## src/rtl/ubfc_pkg.sv

```systemverilog
// ubfc_pkg: shared constants, fixed-point coefficients and types for the
// uyvy to bgr converter with vertical flip. No dependencies.
package ubfc_pkg;

	localparam int MAX_WIDTH      = 4096;
	localparam int MAX_HEIGHT     = 4096;
	localparam int COEF_FRAC_BITS = 14;

	localparam int PIX_W     = 8;
	localparam int CFG_W     = 13;
	localparam int ROW_W     = 12;
	localparam int PAIR_W    = 11;
	localparam int CFG_IDX_W = 1;

	typedef enum logic [CFG_IDX_W-1:0] {
		REG_FRAME_WIDTH  = 1'b0,
		REG_FRAME_HEIGHT = 1'b1
	} cfg_reg_t;

	localparam logic [CFG_W-1:0] WIDTH_RST  = CFG_W'(640);
	localparam logic [CFG_W-1:0] HEIGHT_RST = CFG_W'(480);

	// coefficients rounded half up from thousandths
	localparam longint K_BU_L = ((longint'(1770) << COEF_FRAC_BITS) + 500) / 1000;
	localparam longint K_GU_L = ((longint'(344) << COEF_FRAC_BITS) + 500) / 1000;
	localparam longint K_GV_L = ((longint'(714) << COEF_FRAC_BITS) + 500) / 1000;
	localparam longint K_RV_L = ((longint'(1403) << COEF_FRAC_BITS) + 500) / 1000;

	// largest coefficient is below 2.0, so F+1 magnitude bits plus a sign bit
	localparam int COEF_W = COEF_FRAC_BITS + 2;
	localparam int PROD_W = COEF_W + PIX_W;
	localparam int ACC_W  = PROD_W + 2;

	localparam logic signed [COEF_W-1:0] K_BU = COEF_W'(K_BU_L);
	localparam logic signed [COEF_W-1:0] K_GU = COEF_W'(K_GU_L);
	localparam logic signed [COEF_W-1:0] K_GV = COEF_W'(K_GV_L);
	localparam logic signed [COEF_W-1:0] K_RV = COEF_W'(K_RV_L);

	localparam logic [PIX_W-1:0] CHROMA_ZERO = PIX_W'(128);
	localparam logic [PIX_W-1:0] PIX_MAX     = PIX_W'(255);

	typedef struct packed {
		logic signed [PROD_W-1:0] bu;
		logic signed [PROD_W-1:0] gu;
		logic signed [PROD_W-1:0] gv;
		logic signed [PROD_W-1:0] rv;
	} chroma_prod_t;

	typedef struct packed {
		logic [PIX_W-1:0] blue;
		logic [PIX_W-1:0] green;
		logic [PIX_W-1:0] red;
	} bgr_t;

	typedef struct packed {
		logic [ROW_W-1:0]  dest_row;
		logic [PAIR_W-1:0] dest_pair;
		logic              frame_end;
	} pos_t;

endpackage

```

## src/rtl/ubfc_pos.sv

```systemverilog
// ubfc_pos: pair and row counters, flipped destination row and frame end for
// the beat being accepted. Depends on ubfc_pkg.
module ubfc_pos import ubfc_pkg::*; (
	input  logic             clk,
	input  logic             arst_n,
	input  logic             accept,
	input  logic [CFG_W-1:0] frame_width,
	input  logic [CFG_W-1:0] frame_height,
	output pos_t             pos,
	output logic             last_pair
);

	logic [PAIR_W-1:0] pair_q;
	logic [ROW_W-1:0]  row_q;
	logic [CFG_W-1:0]  w_eff;
	logic [CFG_W-1:0]  h_eff;
	logic [ROW_W-1:0]  pairs;
	logic [ROW_W-1:0]  pairs_m1;
	logic [ROW_W-1:0]  h_m1;
	logic              last_row;

	assign w_eff    = (frame_width > CFG_W'(MAX_WIDTH)) ? CFG_W'(MAX_WIDTH) : frame_width;
	assign h_eff    = (frame_height > CFG_W'(MAX_HEIGHT)) ? CFG_W'(MAX_HEIGHT) : frame_height;
	assign pairs    = w_eff[CFG_W-1:1];
	assign pairs_m1 = (pairs == '0) ? '0 : pairs - ROW_W'(1);
	assign h_m1     = (h_eff == '0) ? '0 : ROW_W'(h_eff - CFG_W'(1));

	// counters past a shrunk size still end the row or frame
	assign last_pair = {1'b0, pair_q} >= pairs_m1;
	assign last_row  = row_q >= h_m1;

	assign pos.dest_row  = last_row ? '0 : h_m1 - row_q;
	assign pos.dest_pair = pair_q;
	assign pos.frame_end = last_pair && last_row;

	always_ff @(posedge clk or negedge arst_n) begin
		if (!arst_n) begin
			pair_q <= '0;
			row_q  <= '0;
		end else if (accept) begin
			if (last_pair) begin
				pair_q <= '0;
				row_q  <= last_row ? '0 : row_q + ROW_W'(1);
			end else begin
				pair_q <= pair_q + PAIR_W'(1);
			end
		end
	end

endmodule

```

## config.mk

```make
export PLATFORM = sky130hd
export DESIGN_NAME = ubfc_pos
export DESIGN_NICKNAME = d
export VERILOG_FILES = /design/src/rtl/ubfc_pkg.sv /design/src/rtl/ubfc_pos.sv
export SDC_FILE = /design/constraint.sdc
export NUM_CORES = 1
export LEC_CHECK = 0
export BUFFER_PORTS_ARGS = -buffer_cell sky130_fd_sc_hd__buf_2
export CAP_MARGIN = 10
export CORE_MARGIN = 2
export CORE_UTILIZATION = 25
export CTS_CLUSTER_SIZE = 16
export DETAILED_ROUTE_END_ITERATION = 8
export REMOVE_ABC_BUFFERS = 1
export SLEW_MARGIN = 0
export SYNTH_ARGS = -nofsm -noshare
export SYNTH_HDL_FRONTEND = slang
export SYNTH_SLANG_ARGS = --single-unit
```

## constraint.sdc

```tcl
create_clock -name clk -period 5.5 [get_ports clk]
set_input_delay 0.275 -clock clk [delete_from_list [all_inputs] [get_ports clk]]
set_output_delay 0.275 -clock clk [all_outputs]
set_load 0.02 [all_outputs]
```

# Word level (Yosys, flattened, before mapping)
# Index checks and enable logic that the tools add are counted.
# Widths: inputs -> output; s select.
# totals
out_inout_bits	25
regBits	23
wordCells	22
in_bits	29
# op_classes
add_sub_neg	5
muxes	7
reduce_logical	4
n_lt_le_gt_ge	4
# op_table
op	n
$mux 12	4
$gt 13x13->1 const B	2
$mux 13	2
$sub 12x1->12 const B	2
$logic_not 13->1	1
$add 12x1->12 const B	1
$ge 11x12->1	1
$ge 12x12->1	1
$logic_not 12->1	1
$sub 12x12->12	1
$add 11x1->11 const B	1
$mux 11	1
$reduce_and 2->1	1
$logic_and 1x1->1	1

# Logic depth before layout (Yosys ltp)
# Gate-level depths: netlist of the first run.
# logic_depth
ltp_word	6
ltp_mapped	16
mapped_depth_nobuf	15

# Least setup slack after synthesis of the first run
# Ideal clock, no wire load.
# synth_timing
path_kind	input -> output
startpoint	input port frame_height[2]
endpoint	output port pos[15] (netlist bit)
n_path_buf	2
setup_slack_ps	1819
path_stages	14
arrival_ps	3406
required_time_ps	5225
path_cell_list	or4_4 -> nor4_4 -> nand2_2 -> nor4b_4 -> buf_6 -> nor2_1 -> ha_1 -> nor2b_4 -> o31a_1 -> o31a_1 -> o41a_1 -> nand2_1 -> buf_4 -> nor2_1
# synth_lines
item	line	rtl
from (decl)	ubfc_pos.sv:8	input logic [CFG_W-1:0] frame_height,
to (decl)	ubfc_pos.sv:9	output pos_t pos,

==> key figures, run 1 <==
Run status
  – Status: finished with violations
  – Failing checks: hold timing

Setup path
  – CP endpoint kind: primary output
  – Crit path max fanout: 11
  – Crit path kind: primary input to primary output
  – WP data arrival: 4.39 ns
  – Critical path launch point type: primary input
  – Worst Path Required: 5.22 ns

STA
  – Min Tclk post-route: 4.666 ns
  – Max frequency: 0.2143 GHz
  – Worst relative slew slack: 49.17%
  – Worst-Margin Slew: 0.7555 ns
  – Skew final: 0.009698 ns
  – # setup viols final: 0
  – Unrepaired setup endpoints after global routing: no
  – Pins Over Slew Limit: 0
  – Fin Hold WS: -0.01592 ns
  – Fin crit share: 84.83%
  – Setup TNS: 0 ns
  – Final Hold Vio Count: 18

Pwr
  – Peak supply drop: 0.1538 mV
  – Leakage: 1.510 nW
  – Cell Pwr Density: 388.2 nW/um^2

Final layout
  – Register area: 575.6 um^2
  – Fraction of layout cells with a size suffix above 1: 17.14%
  – Most common cell after layout, fill and taps aside: buf_2
  – Fillers: 1200
  – Fin cells: 560
  – Area of the multi-input gates: 2054 um^2
  – Number of diodes: 0
  – Layout Nets: 480
  – Post-Layout Inst Area: 3224 um^2
  – Most frequent cells in the layout: buf_2, nor2_1, nand2_1, ha_1, inv_1
  – Synth-to-layout area growth: 15.61%
  – Fin util: 29.74%

Placed design
  – Hpwl dp: 5.762 mm
  – RD Place Congestion: 0.8648
  – Port bufs: 52
  – Dpl cells: 556
  – Area after DPL: 3178 um^2

Clock network
  – Clk slew on worst S/H paths: 0.09 ns
  – Post-CTS Hold Buffers: 0
  – Resize count post-CTS: 0
  – CTS max path bufs: 2
  – CTS Sinks: 23
  – # Post-CTS Setup Buffers: 0
  – Cts bufs inserted: 3
  – H-tree depth: 1
  – CTS tree: built
  – Clock root cell: clkbuf_8
  – Skew-Pair Late Insertion Delay: 0.27 ns

Yosys
  – Synthesized area: 2789 um^2
  – Asr flop ratio synth: 100.0%
  – Synth top area cells: dfrtp_1, ha_1, nor2_1
  – Yosys reg bits: 23
  – Top-area cell type share of the netlist area: 20.64%
  – EDFF count, synth: 0
  – Mapped Cells: 373
  – Synthesis Warnings: 0
  – Avg Cell Area, Syn: 7.477 um^2
  – Synth area leader: dfrtp_1
  – Count of different cell masters after synthesis: 57
  – Seq/Total Area, Yosys: 20.64%
  – Top_reg_cell synth: dfrtp_1

Floorplan
  – Die Height: 109.6 um
  – Row count: 38
  – Die Span X: 109.6 um
  – Starting Density: 25.73%
  – DIE AREA: 12020 um^2
  – I/O pin count: 54
  – Core Region: 10840 um^2

Hold path
  – Min-Delay Path Class: primary input to asynchronous set/reset pin

Global routing
  – Initial antenna violation count: 0
  – Tot GR Track Use: 12.17%
  – Vias in the first global route: 2570
  – Pin count of the biggest net entering global routing: 24
  – Global-route wire length before repair: 12.02 mm
  – Grt ovf: 0

Route
  – ANT nets after route: 0
  – Vias per cell: 5.014
  – Via count: 2808
  – Pre-Repair DR Iteration Count: 4
  – DRC marker count from the first detailed-route iteration: 183
  – Total Wirelength: 7.075 mm
  – DR WL/cell: 12.63 um
  – Drt drc: 0

Job
  – Max-cap violations: 0
-- cells in the mapped netlist, drive strengths merged (4+ instances only) --
cell type	instances
clkbuf	4
o21ai	22
nor3	12
nor4	6
a21o	4
a21oi	15
and3	7
inv	26
o211ai	5
nand2	41
o21a	4
nor2	52
nor2b	6
nand3	17
buf	7
nand2b	7
o31ai	6
o22ai	8
ha	29
nand4	5
xnor2	16
dfrtp	23
a31oi	8
xor2	7
-- final cells by class --
type | count | area share, %
timing repair buffer | 54 | 8.537
inverter | 26 | 3.027
sequential | 23 | 17.85
multi-input combinational | 313 | 63.72
clock buffer | 3 | 1.281
clock inverter | 1 | 0.1552
tap | 140 | 5.433
-- cells by family after synthesis --
family / count (synthesis) / synth area share, %
DFF: 23 / 20.64
buffers and inverters: 37 / 5.697
and+or+nand+nor: 164 / 29.43
xor gates and xnor gates: 23 / 7.223
muxes: 1 / 0.3589
AOI/OAI and AO/OA: 95 / 22.93
adders and majority gates: 30 / 13.73
-- flip-flops by register name, summed over array words and instances (netlist names) --
signal,count
row_q,12
pair_q,11
-- layer usage --
layer | vias to the layer above | share of wire [%] | global-route usage (%)
li1 | 1443 | - | -
met1 | 1301 | 48 | 16.79
met2 | 58 | 46 | 20.41
met3 | 6 | 4.8 | 1.719
met4 | 0 | 0.93 | 2.080
met5 | - | 0 | 0
-- critical path: stages --
cell	delay, ns
buf_2	0.13
or4_4	0.58
nor4_4	0.26
nand2_2	0.12
nor4b_4	0.63
o32ai_1	0.22
ha_1	0.42
nand3_1	0.15
or4_1	0.75
nand2_1	0.39
buf_4	0.22
a211oi_1	0.06
buf_2	0.17
-- through the flow --
stage	worst slack, ns	power, mW
after floorplan	1.325	0.9105
after global placement	0.8228	1.137
after detailed placement	0.8036	1.147
after CTS	0.7968	1.261
after global routing	0.5408	1.385
final	0.8343	1.252
-- power breakdown --
group          switching [mW]  total [mW]  internal [mW]
Combinational           0.500       0.841          0.341
Sequential             0.0762       0.303          0.227
Clock                  0.0563       0.107         0.0506
Total                   0.633        1.25          0.619
-- path summary, 6_finish.rpt --
check / from / end / slack [ns] / cells past startpoint
worst min-delay path: arst_n / row_q[7] / -0.02 / 1
max in group asynchronous: arst_n / pair_q[0] / 5.14 / 1
worst max-delay path: frame_height[2] / pos[16] / 0.83 / 13
worst min register to register: row_q[11] / row_q[11] / 0.51 / 2
min in group clk: accept / pair_q[1] / 0.37 / 3
worst max register to register: row_q[7] / row_q[1] / 2.85 / 7
No activity file was read; power rests on OpenSTA's default activity.
==> run 2: changes to the inputs <==
==> constraint.sdc (replaced) <==
create_clock -name clk -period 4.47 [get_ports clk]
set_input_delay 0.2235 -clock clk [delete_from_list [all_inputs] [get_ports clk]]
set_output_delay 0.2235 -clock clk [all_outputs]
set_load 0.02 [all_outputs]
==> run 2 against run 1 <==
Compared with the run above:
- largest cell class unchanged
- first-iteration DRC count down 3.8%
- the flow now finishes without violations
- non-clock buffer count up 6
- hold slack improved by 0.34 ns
==> key figures, run 2 (same netlist as run 1, synthesis figures left out) <==
Pwr
  – Cell Pwr Density: 477.9 nW/um^2 (+23%)
  – Clock network power share: 8.3% (-0.2 points)
  – Power Internal: 773.8 uW (+25%)
  – Leakage: 1.538 nW (+1.8%)
  – Comb pwr share: 67.5% (+0.3 points)
  – Flop pwr share: 24.1% (about the same)
  – Net Sw Frac: 50.51% (about the same)
  – Peak supply drop: 0.1981 mV (+29%)
  – Switching power: 789.8 uW (+25%)

STA
  – Fin crit share: 94.20%
  – Min Tclk post-route: 4.211 ns
  – Final Hold Vio Count: 0 (-18)
  – Worst-Margin Slew: 0.7325 ns (-0.02293 ns)
  – # setup viols final: 0 (unchanged)
  – Unrepaired setup endpoints after global routing: no
  – Setup TNS: 0 ns (unchanged)
  – Worst relative slew slack: 50.71% (+1.5 points)
  – Max frequency: 0.2375 GHz
  – Skew final: 0.001170 ns (-0.008528 ns)
  – Pins Over Slew Limit: 0 (unchanged)

Route
  – Pre-Repair DR Iteration Count: 4 (unchanged)
  – Total Wirelength: 7.357 mm (+4.0%)
  – Vias per cell: 5.053 (+0.77%)
  – Via count: 2860 (+1.9%)
  – DR WL/cell: 13.00 um (+2.9%)
  – Drt drc: 0 (unchanged)
  – DRC marker count from the first detailed-route iteration: 176 (-3.8%)
  – ANT nets after route: 0 (unchanged)

Clock network
  – H-tree depth: 1 (unchanged)
  – Skew-Pair Late Insertion Delay: 0.26 ns (about the same)
  – Clk slew on worst S/H paths: 0.08 ns (about the same)
  – CTS Sinks: 23 (unchanged)
  – Clock root cell: clkbuf_8
  – CTS max path bufs: 2 (unchanged)
  – CTS tree: built
  – Cts bufs inserted: 3 (unchanged)
  – Resize count post-CTS: 0 (unchanged)

Hold path
  – Hold depth: 3
  – Min-Delay Path Class: primary input to flop

Job
  – Max-cap violations: 0 (unchanged)

Setup path
  – R2R depth: 9 (+2)
  – Buf+Inv Stages, Crit Path: 4 (+1)
  – CP cell instances: buf_2, or4_4, nor4_4, nand2_2, nor4b_4, buf_4, nand2b_1, ha_1, fa_1, nor2b_4, o31a_1, o31a_1, o41a_1, nand2_1, buf_4, a211oi_1, buf_2
  – Crit path kind: primary input to primary output
  – CP Depth: 17 (+4)
  – Worst Path Required: 4.25 ns (-0.97 ns)
  – Critical path launch point type: primary input
  – Worst path max stage delay: 0.58 ns (-0.17 ns)
  – CP top delay family: simple AND/OR/NAND/NOR gates
  – Slowest CP cell: or4_4
  – WP data arrival: 3.99 ns (-0.40 ns)
  – CP endpoint kind: primary output
  – Crit path max fanout: 6 (-5)
  – Setup slack, reg-to-reg: 1.86 ns (-0.99 ns)

Final layout
  – Most frequent cells in the layout: buf_2, nor2_1, nand2_1, ha_1, inv_1
  – Reg with most FFs: row_q
  – Biggest registers after layout: row_q (12), pair_q (11)
  – Layout Nets: 486 (+1.3%)
  – Most common cell after layout, fill and taps aside: buf_2
  – Synth-to-layout area growth: 17.32%
  – Post-Layout Inst Area: 3272 um^2 (+1.5%)
  – Max reg flops: 12 (unchanged)
  – Fraction of layout cells with a size suffix above 1: 18.08% (+0.93 points)
  – Fillers: 1195 (-0.42%)
  – Number of diodes: 0 (unchanged)

Floorplan
  – Row count: 38 (unchanged)
  – DIE AREA: 12020 um^2 (unchanged)
  – Die Height: 109.6 um (unchanged)
  – Starting Density: 25.73% (unchanged)
  – Core Region: 10840 um^2 (unchanged)
  – Die Span X: 109.6 um (unchanged)
  – I/O pin count: 54 (unchanged)

Global routing
  – Grt ovf: 0 (unchanged)
  – Global-route wire length before repair: 12.57 mm (+4.6%)
  – Pin count of the biggest net entering global routing: 24 (unchanged)
  – Tot GR Track Use: 12.76% (+0.59 points)
  – Vias in the first global route: 2687 (+4.6%)
  – Initial antenna violation count: 0 (unchanged)

Placed design
  – Hpwl dp: 5.913 mm (+2.6%)
  – Area after DPL: 3208 um^2 (+0.94%)
  – Port bufs: 52 (unchanged)
  – RD Place Congestion: 0.8577 (-0.82%)

Run status
  – Status: completed
==> run 2: cell count changes in the layout (fill, tap and decap cells not counted) <==
cell	delta
buf_4	+5
dlygate4sd3_1	+1
==> run 2: metrics by stage <==
step	hold slack, ns	setup slack [ns]	total power, mW	utilization [%]	instances
final	0.3198	0.2592	1.564	30.18	566
after global routing	0.3333	0.03687	1.734	30.18	566
after CTS	0.3107	0.2013	1.568	30.11	565
after detailed placement	0.2568	0.2140	1.426	29.59	560
after global placement	0.2495	0.2562	1.413	29.59	560
after floorplan	-0.07209	0.3979	1.120	-	362
==> run 2: area by class of cell <==
class                           instances  area [um^2]  area share, %
Multi-Input combinational cell        313         2054          62.79
Sequential cell                        23        575.6          17.59
Timing Repair Buffer                   60        322.8          9.866
Tap cell                              140        175.2          5.354
Inverter                               26        97.59          2.983
Clock buffer                            3        41.29          1.262
Clock inverter                          1        5.005         0.1530
==> run 2: final timing paths <==
check | from | end
setup / recovery | frame_height[2] | pos[16]
hold / removal | accept | pair_q[1]
setup reg to reg | row_q[0] | row_q[9]
hold reg to reg | row_q[11] | row_q[11]
max in group asynchronous | arst_n | pair_q[0]
min in group asynchronous | arst_n | row_q[8]
==> run 2: worst reg2reg max path, cell delays in order (launching register included) <==
cell and delay, ns:
dfrtp_1 0.45, ha_1 0.26, fa_1 0.43, nor2b_4 0.15, o31a_1 0.19, o31a_1 0.17, o41a_1 0.17, buf_4 0.18
nand3_2 0.21, o31ai_1 0.30
==> run 2: metal layers <==
metal	part of all wire (%)	up-vias	track usage, %
li1	-	1451	-
met1	49	1343	17.64
met2	46	60	21.78
met3	3.5	6	1.541
met4	0.68	0	1.718
met5	0	-	0
==> run 2: power by group through the flow <==
stage	clock, mW	combinational, mW	sequential, mW
after global placement	0	1.04	0.377
final	0.130	1.06	0.378
after floorplan	0	0.727	0.393
after detailed placement	0	1.05	0.381
after global routing	0.147	1.20	0.392
after CTS	0.136	1.05	0.377
==> run 2: what timing repair did <==
item / 4_1_cts / 5_1_grt
endpoints found under the hold margin: 23 / 0
buffers inserted: 0 / 1
hold buffers: 1 / 0
endpoints found under the setup margin: 0 / 10
