## src/rtl/ubfc_pkg.sv

```systemverilog
// ubfc_pkg: shared constants, fixed-point coefficients and types for the
// uyvy to bgr converter with vertical flip. No dependencies.
package ubfc_pkg;

	localparam int MAX_WIDTH      = 4096;
	localparam int MAX_HEIGHT     = 4096;
	localparam int COEF_FRAC_BITS = 14;

	localparam int PIX_W     = 8;
	localparam int CFG_W     = 13;
	localparam int ROW_W     = 12;
	localparam int PAIR_W    = 11;
	localparam int CFG_IDX_W = 1;

	typedef enum logic [CFG_IDX_W-1:0] {
		REG_FRAME_WIDTH  = 1'b0,
		REG_FRAME_HEIGHT = 1'b1
	} cfg_reg_t;

	localparam logic [CFG_W-1:0] WIDTH_RST  = CFG_W'(640);
	localparam logic [CFG_W-1:0] HEIGHT_RST = CFG_W'(480);

	// coefficients rounded half up from thousandths
	localparam longint K_BU_L = ((longint'(1770) << COEF_FRAC_BITS) + 500) / 1000;
	localparam longint K_GU_L = ((longint'(344) << COEF_FRAC_BITS) + 500) / 1000;
	localparam longint K_GV_L = ((longint'(714) << COEF_FRAC_BITS) + 500) / 1000;
	localparam longint K_RV_L = ((longint'(1403) << COEF_FRAC_BITS) + 500) / 1000;

	// largest coefficient is below 2.0, so F+1 magnitude bits plus a sign bit
	localparam int COEF_W = COEF_FRAC_BITS + 2;
	localparam int PROD_W = COEF_W + PIX_W;
	localparam int ACC_W  = PROD_W + 2;

	localparam logic signed [COEF_W-1:0] K_BU = COEF_W'(K_BU_L);
	localparam logic signed [COEF_W-1:0] K_GU = COEF_W'(K_GU_L);
	localparam logic signed [COEF_W-1:0] K_GV = COEF_W'(K_GV_L);
	localparam logic signed [COEF_W-1:0] K_RV = COEF_W'(K_RV_L);

	localparam logic [PIX_W-1:0] CHROMA_ZERO = PIX_W'(128);
	localparam logic [PIX_W-1:0] PIX_MAX     = PIX_W'(255);

	typedef struct packed {
		logic signed [PROD_W-1:0] bu;
		logic signed [PROD_W-1:0] gu;
		logic signed [PROD_W-1:0] gv;
		logic signed [PROD_W-1:0] rv;
	} chroma_prod_t;

	typedef struct packed {
		logic [PIX_W-1:0] blue;
		logic [PIX_W-1:0] green;
		logic [PIX_W-1:0] red;
	} bgr_t;

	typedef struct packed {
		logic [ROW_W-1:0]  dest_row;
		logic [PAIR_W-1:0] dest_pair;
		logic              frame_end;
	} pos_t;

endpackage

```

## src/rtl/ubfc_lane.sv

```systemverilog
// ubfc_lane: one pixel lane, adds luma to the chroma products and clamps to
// a byte per color. Depends on ubfc_pkg.
module ubfc_lane import ubfc_pkg::*; (
	input  logic             clk,
	input  logic             en,
	input  logic [PIX_W-1:0] luma_s1,
	input  chroma_prod_t     prod_s1,
	output bgr_t             pix_s2
);

	logic signed [ACC_W-1:0] base;
	logic signed [ACC_W-1:0] acc_b;
	logic signed [ACC_W-1:0] acc_g;
	logic signed [ACC_W-1:0] acc_r;

	function automatic logic [PIX_W-1:0] clamp_pix(input logic signed [ACC_W-1:0] a);
		logic [PIX_W-1:0] r;
		if (a[ACC_W-1]) begin
			r = '0;
		end else if (|a[ACC_W-2:COEF_FRAC_BITS+PIX_W]) begin
			r = PIX_MAX;
		end else begin
			r = a[COEF_FRAC_BITS+PIX_W-1:COEF_FRAC_BITS];
		end
		return r;
	endfunction

	assign base  = signed'(ACC_W'(luma_s1) << COEF_FRAC_BITS);
	assign acc_b = base + ACC_W'(prod_s1.bu);
	assign acc_g = base - ACC_W'(prod_s1.gu) - ACC_W'(prod_s1.gv);
	assign acc_r = base + ACC_W'(prod_s1.rv);

	always_ff @(posedge clk) begin
		if (en) begin
			pix_s2.blue  <= clamp_pix(acc_b);
			pix_s2.green <= clamp_pix(acc_g);
			pix_s2.red   <= clamp_pix(acc_r);
		end
	end

endmodule

```

## config.mk

```make
export PLATFORM = sky130hd
export DESIGN_NAME = ubfc_lane
export DESIGN_NICKNAME = d
export VERILOG_FILES = /design/src/rtl/ubfc_pkg.sv /design/src/rtl/ubfc_lane.sv
export SDC_FILE = /design/constraint.sdc
export NUM_CORES = 1
export LEC_CHECK = 0
export ABC_AREA = 1
export BUFFER_PORTS_ARGS = -buffer_cell sky130_fd_sc_hd__buf_2
export CORE_MARGIN = 5
export CORE_UTILIZATION = 54
export DETAILED_ROUTE_END_ITERATION = 10
export PLACE_DENSITY = 0.85
export SLEW_MARGIN = 40
export SYNTH_ARGS = -nofsm -noshare
export SYNTH_HDL_FRONTEND = slang
export SYNTH_SLANG_ARGS = --single-unit
```

## constraint.sdc

```tcl
create_clock -name clk -period 3.9 [get_ports clk]
set_input_delay 0.585 -clock clk [delete_from_list [all_inputs] [get_ports clk]]
set_output_delay 0.585 -clock clk [all_outputs]
set_load 0.02 [all_outputs]
```

[After elaboration in Yosys (flattened, before gate mapping)]
Index checks and enable logic that the tools add are counted.
W data, S select, Z words.
Storage, ports and cells
  input port bits: 106
  register bits: 24
  output and inout port bits: 24
Cells by class
  muxes and demuxes: 3
  add/subtract/negate cells: 4
  reductions and logical operators: 3
Operator list (count)
  $add A23 B24 Y25: 2
  $sub A25 B24 Y26: 1
  $sub A23 B24 Y25: 1
  $mux W8: 3
  $reduce_or A3 Y1: 3

[Logic depth before layout (Yosys ltp)]
Gate-level depths: netlist of the first run.
  depth after elaboration: 4
  depth in mapped cells: 17
  depth with buffers taken out: 17

[Worst setup path after synthesis of the first run]
No wires, ideal clock.
  path kind: input -> register
  from: input port luma_s1[0]
  to: register pix_s2[10] in the netlist's numbering, data pin
  stages: 16
  slack: 1.169 ns
  arrival time: 2.482 ns
  buffers on the path: 0
  path through: inv_1 > fa_1 > inv_1 > ha_1 > nand2_2 > inv_1 > a21oi_1 > nand2_1 > nand2_1 > nand3_1 > nand2_1 > nand2_4 > nor2_8 > nand3_1 > nand2_1 > inv_1
On the way
  longest elaborated chain between the ends: 4
Ends and longest elaborated chain
  from (decl): RTL line ubfc_lane.sv:6  | input logic [PIX_W-1:0] luma_s1,
  $sub A23 B24 Y25 *: RTL line ubfc_lane.sv:30  | assign acc_g = base - ACC_W'(prod_s1.gu) - ACC_W'(prod_s1.gv);
  $sub A25 B24 Y26 *: RTL line ubfc_lane.sv:30
  $reduce_or A3 Y1: RTL line ubfc_lane.sv:20  | end else if (|a[ACC_W-2:COEF_FRAC_BITS+PIX_W]) begin
  $mux W8: RTL line ubfc_lane.sv:20
  to (decl): RTL line ubfc_lane.sv:8  | output bgr_t pix_s2
Mark *: on every way between the ends. The rest lies on a longest branch, timed or not.
A chain may end at the register's enable or synchronous reset.

[Worst setup path after layout of the first run]
  from: input port luma_s1[0]
  to: register pix_s2[12] in the netlist's numbering, data pin
The elaborated chain is that of the path after synthesis.

==> impl_metrics.json, run 1 <==
{
  "ys_types": 31,
  "arrival_ns": 2.91,
  "num_vias": 3897,
  "crit_slowest_cell": "fa_1",
  "die_h_um": 93.44,
  "async_flop_share": 0,
  "worstMarginPinSlew_ns": 0.5764,
  "synthesis.area_um2": 3760,
  "post_cts_resized": 0,
  "setup_ws_ns": 1.009,
  "powerDensity_nw_per_um2": 281.3,
  "cts_buffer_depth": 2,
  "reg_top3": "pix_s2 x24",
  "yosysMostFrequentCell": "nand2_1",
  "yosys_warnings": 0,
  "rows": 30,
  "fin_crit_ns": 2.891,
  "drt_first_pass_iters": 5,
  "areaGrowthSynthToFinish_pct": 17.84,
  "required_ns": 3.92,
  "vdd.ir_drop.worst_mv": 0.1133,
  "die_x_um": 93.44,
  "syn-num-nets": 745,
  "postRouteAntennaNets": 0,
  "first_global_vias": 3632,
  "antenna-diode-count": 0,
  "cts_root_buf": "clkbuf_8",
  "routabilityCongestion": 0.9507,
  "status": "complete, no violations",
  "ys_top_cells_by_count": "nand2_1 (154), inv_1 (125), nor2_1 (62), ha_1 (54), nand3_1 (38)",
  "crit_chain": "buf_2 -> inv_1 -> fa_1 -> inv_1 -> ha_1 -> nand2_2 -> inv_1 -> a21oi_1 -> nand2_1 -> nand2_1 -> nand3_1 -> nand2_1 -> nand2_4 -> nor2_8 -> nand3_1 -> nand2_1 -> inv_1",
  "critical_path_class": "input pin to flop",
  "drv_slew": 0,
  "cp_slowest_stage_delay_ns": 0.54,
  "grt.total_usage": 0.2153,
  "drive_gt1_frac": 0.1853,
  "clk_pin_slew_ns": 0.09,
  "ys.flop_type": "edfxtp_1",
  "cts_buffers": 3,
  "synth_top_cell_area_share": 0.1917,
  "cts_num_sinks": 24,
  "hp-class": "input pin to flop",
  "grt_max_degree": 25,
  "drt_iter0_markers": 252,
  "top_register": "pix_s2",
  "yosysSeqAreaShare": 0.1917,
  "finalCritPeriodShare": 0.7412,
  "max_slew_margin": 0.6157,
  "end_kind": "flop",
  "p_leak_uw": 0.002595,
  "ctsHoldBuffers": 0,
  "fin_total_pwr_uw": 1247,
  "cts_tree": "done",
  "die_area_um2": 8731,
  "crit_fanout": 8,
  "largest_reg_flops": 24,
  "syn_avg_cell_area_um2": 6.539,
  "dpl.hpwl_mm": 8.218,
  "worst_setup_path_start_kind": "input pin",
  "synth_area_leaders": "edfxtp_1 (19%), ha_1 (18%), nand2_1 (15%), inv_1 (12%), nor2_1 (6.2%)",
  "post-cts-setup-buffer-count": 0,
  "synth-seq-cells": 24,
  "setup_viol": 0,
  "dp_worst_setup_slack_ns": 0.7200,
  "max-cap-violations": 0,
  "grt_first_pass_wirelength_mm": 15.58,
  "wl_per_cell_um": 11.92,
  "start_util": 0.5534,
  "core_um2": 6794,
  "yosys.area.top_type": "edfxtp_1",
  "grt_antenna_before_repair": 0,
  "rsz0062_at_grt": "false",
  "syn_inst": 575,
  "hold_viol": 0,
  "port_buffers": 101,
  "cts_max_level": 1,
  "synth_edf_count": 24,
  "setup_tns_ns": 0,
  "post-route-drc-count": 0,
  "layout.nets": 851,
  "gr-total-overflow": 0,
  "viasPerCell": 5.022,
  "fmax_mhz": 346.0,
  "num_io_pins": 130,
  "wl_mm": 9.253
}
[path summary, 6_finish.rpt]
path / start / endpoint / slack (ns) / cells past startpoint
min: prod_s1[14] / pix_s2[0] / 0.73 / 4
max: luma_s1[0] / pix_s2[12] / 1.01 / 17
[layout make-up]
type                       count  area [um2]
clock buffer                   3       41.29
clock inverter                 1       3.754
fill                         620        2364
inverter                     129       484.2
multi-input combinational    422        2555
sequential                    24       720.7
tap                           96       120.1
timing repair buffer         101       505.5
[per-layer routing]
metal,global-route usage,wire [um],vias up
met4,0.05861,146,0
met2,0.3663,4397,124
met5,0,0,-
met3,0.02574,595,14
li1,-,-,2034
met1,0.2870,4114,1725
[metrics by stage]
| step | instance area, um2 | utilization | hold slack [ns] | cells |
|---|---|---|---|---|
| 2_1_floorplan | 3760 | - | 0.6975 | 575 |
| 3_3_place_gp | 4385 | 0.6455 | 0.9966 | 772 |
| 3_5_place_dp | 4385 | 0.6455 | 1.005 | 772 |
| 4_1_cts | 4431 | 0.6521 | 0.7296 | 776 |
| 5_1_grt | 4431 | 0.6521 | 0.7734 | 776 |
| 6_report | 4431 | 0.6521 | 0.7313 | 776 |
[layout by cell type, fill, tap and decap left out, types with 2 or more instances in the layout]
master	count
xnor2_1	8
nand2_2	3
a41oi_1	2
a21oi_2	2
edfxtp_1	24
inv_1	125
nand2_1	154
xor2_1	6
a21o_1	2
fa_1	10
a21oi_1	33
nor2_1	62
a22oi_1	2
nand4_1	12
o21ai_2	2
inv_2	4
nand3b_1	3
clkbuf_8	3
nor3_1	5
nor2_2	6
o21ai_0	9
buf_2	101
ha_1	54
nand3_1	38
[power breakdown]
part	internal (uW)	leakage (uW)	switching, uW	total, uW
Combinational	275	0.00234	481	756
Sequential	335	0.000235	9.12	344
Clock	70.3	0.0000231	76.0	146
Total	680	0.00260	567	1250
[worst max-delay path: cells and delay by family]
kind,cells,cell delay (ns)
AO/OA/AOI/OAI,1,0.20
adder cells (fa/ha/maj),2,0.90
buffers and inverters,5,0.32
AND/OR/NAND/NOR,9,0.89
[logic make-up after synthesis]
| family | share of synthesized area |
|---|---|
| flip-flops | 0.1917 |
| AND/OR/NAND/NOR | 0.3285 |
| XOR/XNOR | 0.03261 |
| buffers and inverters | 0.1288 |
| adder cells (fa/ha/maj) | 0.2329 |
| AO/OA/AOI/OAI | 0.08553 |
Note: power is estimated with default switching activity, not from simulation.
==> run 2, diff against run 1 <==
Settings changed: CORE_UTILIZATION 54 to 47, PLACE_DENSITY 0.85 to 0.79.
Clock period 3.9 ns to 2.6 ns, I/O delays scaled along.
==> run 2 against run 1 <==
  * Sequential share of layout area is 1.1 points lower
  * Critical endpoint is now pix_s2[10]
  * Largest cell class unchanged
  * Count of clock-buffer cells in the layout did not move
  * Critical path depth decreased by 1
  * Core utilization decreased by 3.9 points
  * Combinational power rose by 73%
  * Flip-flop and latch count is the same
  * Sequential power up 49%
==> impl_metrics.json, run 2 (synthesized netlist as in run 1, its figures left out) <==
{
  "crit_slowest_cell": "fa_1",
  "fmax_mhz": 400.2,
  "cts_max_level": 1,
  "max-cap-violations": 0,
  "clk_pin_slew_ns": 0.08,
  "p_sw_frac": 0.4492,
  "die_h_um": 99.44,
  "antenna-diode-count": 0,
  "powerDensity_nw_per_um2": 427.4,
  "areaGrowthSynthToFinish_pct": 26.76,
  "hp-class": "input pin to flop",
  "critical_path_class": "input pin to flop",
  "final_cell_mix": "nand2_1 (149), inv_1 (125), buf_2 (101), nor2_1 (62), ha_1 (48)",
  "layout.nets": 879,
  "worstMarginPinSlew_ns": 0.5908,
  "post-route-drc-count": 0,
  "cp_slowest_stage_delay_ns": 0.53,
  "die_area_um2": 9888,
  "drt_iter0_markers": 187,
  "core_um2": 7767,
  "setup_viol": 0,
  "first_global_vias": 3950,
  "clkPwrFrac": 0.105,
  "pwr-share-comb": 0.642,
  "fin_crit_ns": 2.499,
  "grt_max_degree": 25,
  "hold_viol": 0,
  "finalCritPeriodShare": 0.9611,
  "layout_commonest_cell": "nand2_1",
  "grt_first_pass_wirelength_mm": 16.90,
  "cts_buffer_depth": 2,
  "die_x_um": 99.44,
  "drive_gt1_frac": 0.2433,
  "cts_num_sinks": 24,
  "cts_tree": "done",
  "cts_root_buf": "clkbuf_8",
  "drv_slew": 0,
  "port_buffers": 101,
  "top_register": "pix_s2",
  "p_int_uw": 1122,
  "crit_family": "simple AND/OR/NAND/NOR gates",
  "end_kind": "flop",
  "grt.total_usage": 0.2060,
  "wl_mm": 10.26,
  "fin_total_pwr_uw": 2037,
  "num_vias": 4099,
  "viasPerCell": 5.067,
  "gr-total-overflow": 0,
  "grt_antenna_before_repair": 0,
  "routabilityCongestion": 0.9642,
  "rows": 32,
  "path_buf_inv": 4,
  "worst_setup_path_start_kind": "input pin",
  "num_io_pins": 130,
  "vdd.ir_drop.worst_mv": 0.1916,
  "largest_reg_flops": 24,
  "start_util": 0.4841,
  "reg_top3": "pix_s2 x24",
  "power_frac_seq": 0.252,
  "cts_buffers": 3,
  "p_leak_uw": 0.002745,
  "arrival_ns": 2.53,
  "crit_fanout": 8,
  "timing.hold.ws_ns": 0.5262,
  "dpl.hpwl_mm": 8.934,
  "required_ns": 2.63,
  "status": "complete, no violations",
  "wl_per_cell_um": 12.68,
  "max_slew_margin": 0.6062,
  "crit_chain": "buf_2 -> inv_1 -> fa_1 -> inv_1 -> ha_4 -> nand2_4 -> nor2_4 -> nand2_1 -> nor2_1 -> nand2_1 -> nand4_1 -> nand2_2 -> nor2_8 -> nand3_1 -> nand2_1 -> inv_1",
  "p_switching_uw": 915.0,
  "nFillCells": 764,
  "drt_first_pass_iters": 5,
  "postRouteAntennaNets": 0
}
-- run 2: repair_timing --
| item | 4_1_cts | 5_1_grt |
|---|---|---|
| setup buffers | 0 | 1 |
| pin swaps | 0 | 8 |
| hold buffers | 0 | 0 |
| resized for setup | 1 | 22 |
| endpoints found under the setup margin | 8 | 8 |
-- run 2: stage by stage --
step | setup WS, ns | std cells | util | area [um2] | TNS, ns
5_1_grt | -0.02233 | 809 | 0.6136 | 4766 | -0.06924
3_5_place_dp | -0.3262 | 805 | 0.5917 | 4596 | -2.457
4_1_cts | 0.05274 | 808 | 0.5986 | 4649 | 0
3_3_place_gp | -0.2475 | 805 | 0.5917 | 4596 | -1.956
6_report | 0.1012 | 809 | 0.6136 | 4766 | 0
2_1_floorplan | 0.06377 | 575 | - | 3760 | 0
-- run 2: path summary, 6_finish.rpt --
kind / from / to / slack [ns] / cells after the start
hold / removal: prod_s1[14] / pix_s2[0] / 0.53 / 4
setup / recovery: luma_s1[0] / pix_s2[10] / 0.10 / 16
-- run 2: power groups by stage --
| stage | logic, uW | registers, uW | clock network, uW |
|---|---|---|---|
| finish | 1310 | 514 | 214 |
| global placement | 1180 | 522 | 0 |
| detailed placement | 1210 | 524 | 0 |
| CTS | 1220 | 515 | 213 |
| global route | 1460 | 520 | 238 |
| floorplan | 737 | 602 | 0 |
-- run 2: routing by layer --
metal,routed length [um],up-vias,share of wire,track usage
li1,-,2091,-,-
met1,4335,1836,0.42,0.2621
met2,4915,151,0.48,0.3611
met3,805,21,0.078,0.02945
met4,202,0,0.020,0.06092
met5,0,-,0,0
-- run 2: cell type report --
type / instances / area, um2 / share of cell area
Sequential cell: 24 / 720.7 / 0.1512
Timing Repair Buffer: 129 / 715.7 / 0.1502
Multi-Input combinational cell: 422 / 2676 / 0.5616
Tap cell: 102 / 127.6 / 0.02678
Inverter: 129 / 484.2 / 0.1016
Clock buffer: 3 / 41.29 / 0.008664
==> run 3, diff against run 2 <==
Settings changed: CELL_PAD_IN_SITES_DETAIL_PLACEMENT set to 0, CELL_PAD_IN_SITES_GLOBAL_PLACEMENT set to 1, CORE_UTILIZATION 47 to 32, PLACE_DENSITY 0.79 to unset, PLACE_DENSITY_LB_ADDON set to 0.1, SKIP_CTS_REPAIR_TIMING set to 1.
==> run 3 against run 2 <==
  * Fmax is 2.2% higher
  * Critical path type unchanged
  * Routed wire length increased by 5.1%
  * Sequential share of layout area fell by 0.97 points
  * Clock power is 110% higher
  * Final cell count grew 6.4%
  * Global-route usage shrank 5.5 points
==> impl_metrics.json, run 3 (synthesized netlist as in run 1, its figures left out) <==
{
  "fin_util": 0.4441,
  "top_layer_used": "met4",
  "hold_path_startpoint": "prod_s1[14]",
  "port_buffers": 101,
  "drt_iter0_markers": 146,
  "dpl.hpwl_mm": 9.580,
  "worstMarginPinSlew_ns": 0.5749,
  "fin_crit_ns": 2.446,
  "wl_mm": 10.78,
  "hold-path-endpoint": "pix_s2[0]",
  "viasPerCell": 4.506,
  "postRouteAntennaNets": 0,
  "max_slew_margin": 0.6168,
  "antenna-diode-count": 0,
  "fin_area_um2": 5092,
  "drive_gt1_frac": 0.2883,
  "cts_root_buf": "clkbuf_16",
  "vdd.ir_drop.worst_mv": 0.2865,
  "min_delay_path_depth": 4,
  "required_ns": 2.62,
  "layout.nets": 889,
  "die_h_um": 118.4,
  "rows": 39,
  "route.met2.wl_mm": 4.650,
  "setup_viol": 0,
  "p_leak_uw": 0.002834,
  "crit_start": "luma_s1[1]",
  "worst_setup_path_start_kind": "input pin",
  "status": "complete, no violations",
  "fin_total_pwr_uw": 2369,
  "fmax_mhz": 408.8,
  "num_io_pins": 130,
  "m1WireLength_mm": 5.497,
  "end_kind": "flop",
  "cts_buffers": 3,
  "hp-class": "input pin to flop",
  "layout_commonest_cell": "nand2_1",
  "hold_viol": 0,
  "setup_ws_ns": 0.1540,
  "die_area_um2": 14020,
  "grt_first_pass_wirelength_mm": 17.91,
  "dr_wl_met3_um": 582,
  "drv_slew": 0,
  "grt.total_usage": 0.1512,
  "reg_top3": "pix_s2 x24",
  "clk_pin_slew_ns": 0.07,
  "cts_max_level": 1,
  "first_global_vias": 3760,
  "cts_num_sinks": 24,
  "cts_tree": "done",
  "powerDensity_nw_per_um2": 465.1,
  "num_vias": 3880,
  "place_area_um2": 4684,
  "final_cell_mix": "nand2_1 (145), inv_1 (122), buf_2 (100), nor2_1 (58), ha_1 (46)",
  "critical_path_class": "input pin to flop",
  "cts_buffer_depth": 2,
  "nFillCells": 1233,
  "routabilityCongestion": 0.8647,
  "post-route-drc-count": 0,
  "grt_antenna_before_repair": 0,
  "arrival_ns": 2.47,
  "start_util": 0.3279,
  "drt_first_pass_iters": 4,
  "dp_worst_setup_slack_ns": -0.2951,
  "top_register": "pix_s2",
  "wl_per_cell_um": 12.52,
  "largest_reg_flops": 24,
  "crit_fanout": 8,
  "die_x_um": 118.4,
  "grt_max_degree": 25,
  "core_um2": 11470,
  "gr-total-overflow": 0,
  "max-cap-violations": 0,
  "areaGrowthSynthToFinish_pct": 35.44,
  "finalCritPeriodShare": 0.9408
}
==> run 3: cell types whose count changed in the layout (fill, tap and decap cells not counted), moves of 3 or more <==
cell       previous run  this run
buf_4                28        39
clkbuf_16             0         3
clkbuf_8              3         0
ha_4                  4         8
inv_1               125       122
nand2_1             149       145
nand2_2               6         9
nand3_1              36        30
nand3_2               2         8
nor2_1               62        58
nor2_2                3         6
==> run 3: worst max-delay path by stage <==
stage / to
after floorplan: pix_s2[10]
after global placement: pix_s2[14]
after detailed placement: pix_s2[14]
after CTS: pix_s2[14]
after global routing: pix_s2[14]
final: pix_s2[14]
==> run 3: power by group <==
group	switching (uW)	leakage (uW)	total, uW	internal, uW
Combinational	833	0.00255	1410	572
Sequential	11.6	0.000235	514	503
Clock	143	0.0000511	449	306
Total	988	0.00283	2370	1380
==> run 3: metal layers <==
metal,track usage,up-vias
li1,-,2103
met1,0.2327,1706
met2,0.2310,69
met3,0.02006,2
met4,0.01914,0
met5,0,-
==> run 3: critical path: stages <==
cell and delay, ns:
buf_2 0.13, fa_1 0.52, ha_4 0.32, nand2_1 0.09, inv_2 0.10, nand3_2 0.09, nor2_2 0.12, nand2_2 0.07
nand4_1 0.15, nand2_4 0.08, nor2_8 0.20, nand3_2 0.10, nand2_1 0.06, inv_1 0.04
==> run 3: cell type report <==
cell class	instances	area (um2)	area share
Clock buffer	3	75.07	0.01474
Clock inverter	1	30.03	0.005897
Inverter	129	486.7	0.09558
Multi-Input combinational cell	422	2808	0.5514
Sequential cell	24	720.7	0.1415
Tap cell	143	178.9	0.03514
Timing Repair Buffer	139	793.3	0.1558
==> run 3: metrics by stage <==
stage,instances,hold WS [ns],TNS (ns)
after floorplan,575,0.5025,0
after global placement,851,0.8253,-2.310
after detailed placement,851,0.8141,-2.222
after CTS,855,0.5425,-0.06904
after global routing,861,0.5898,-0.01530
final,861,0.5391,0
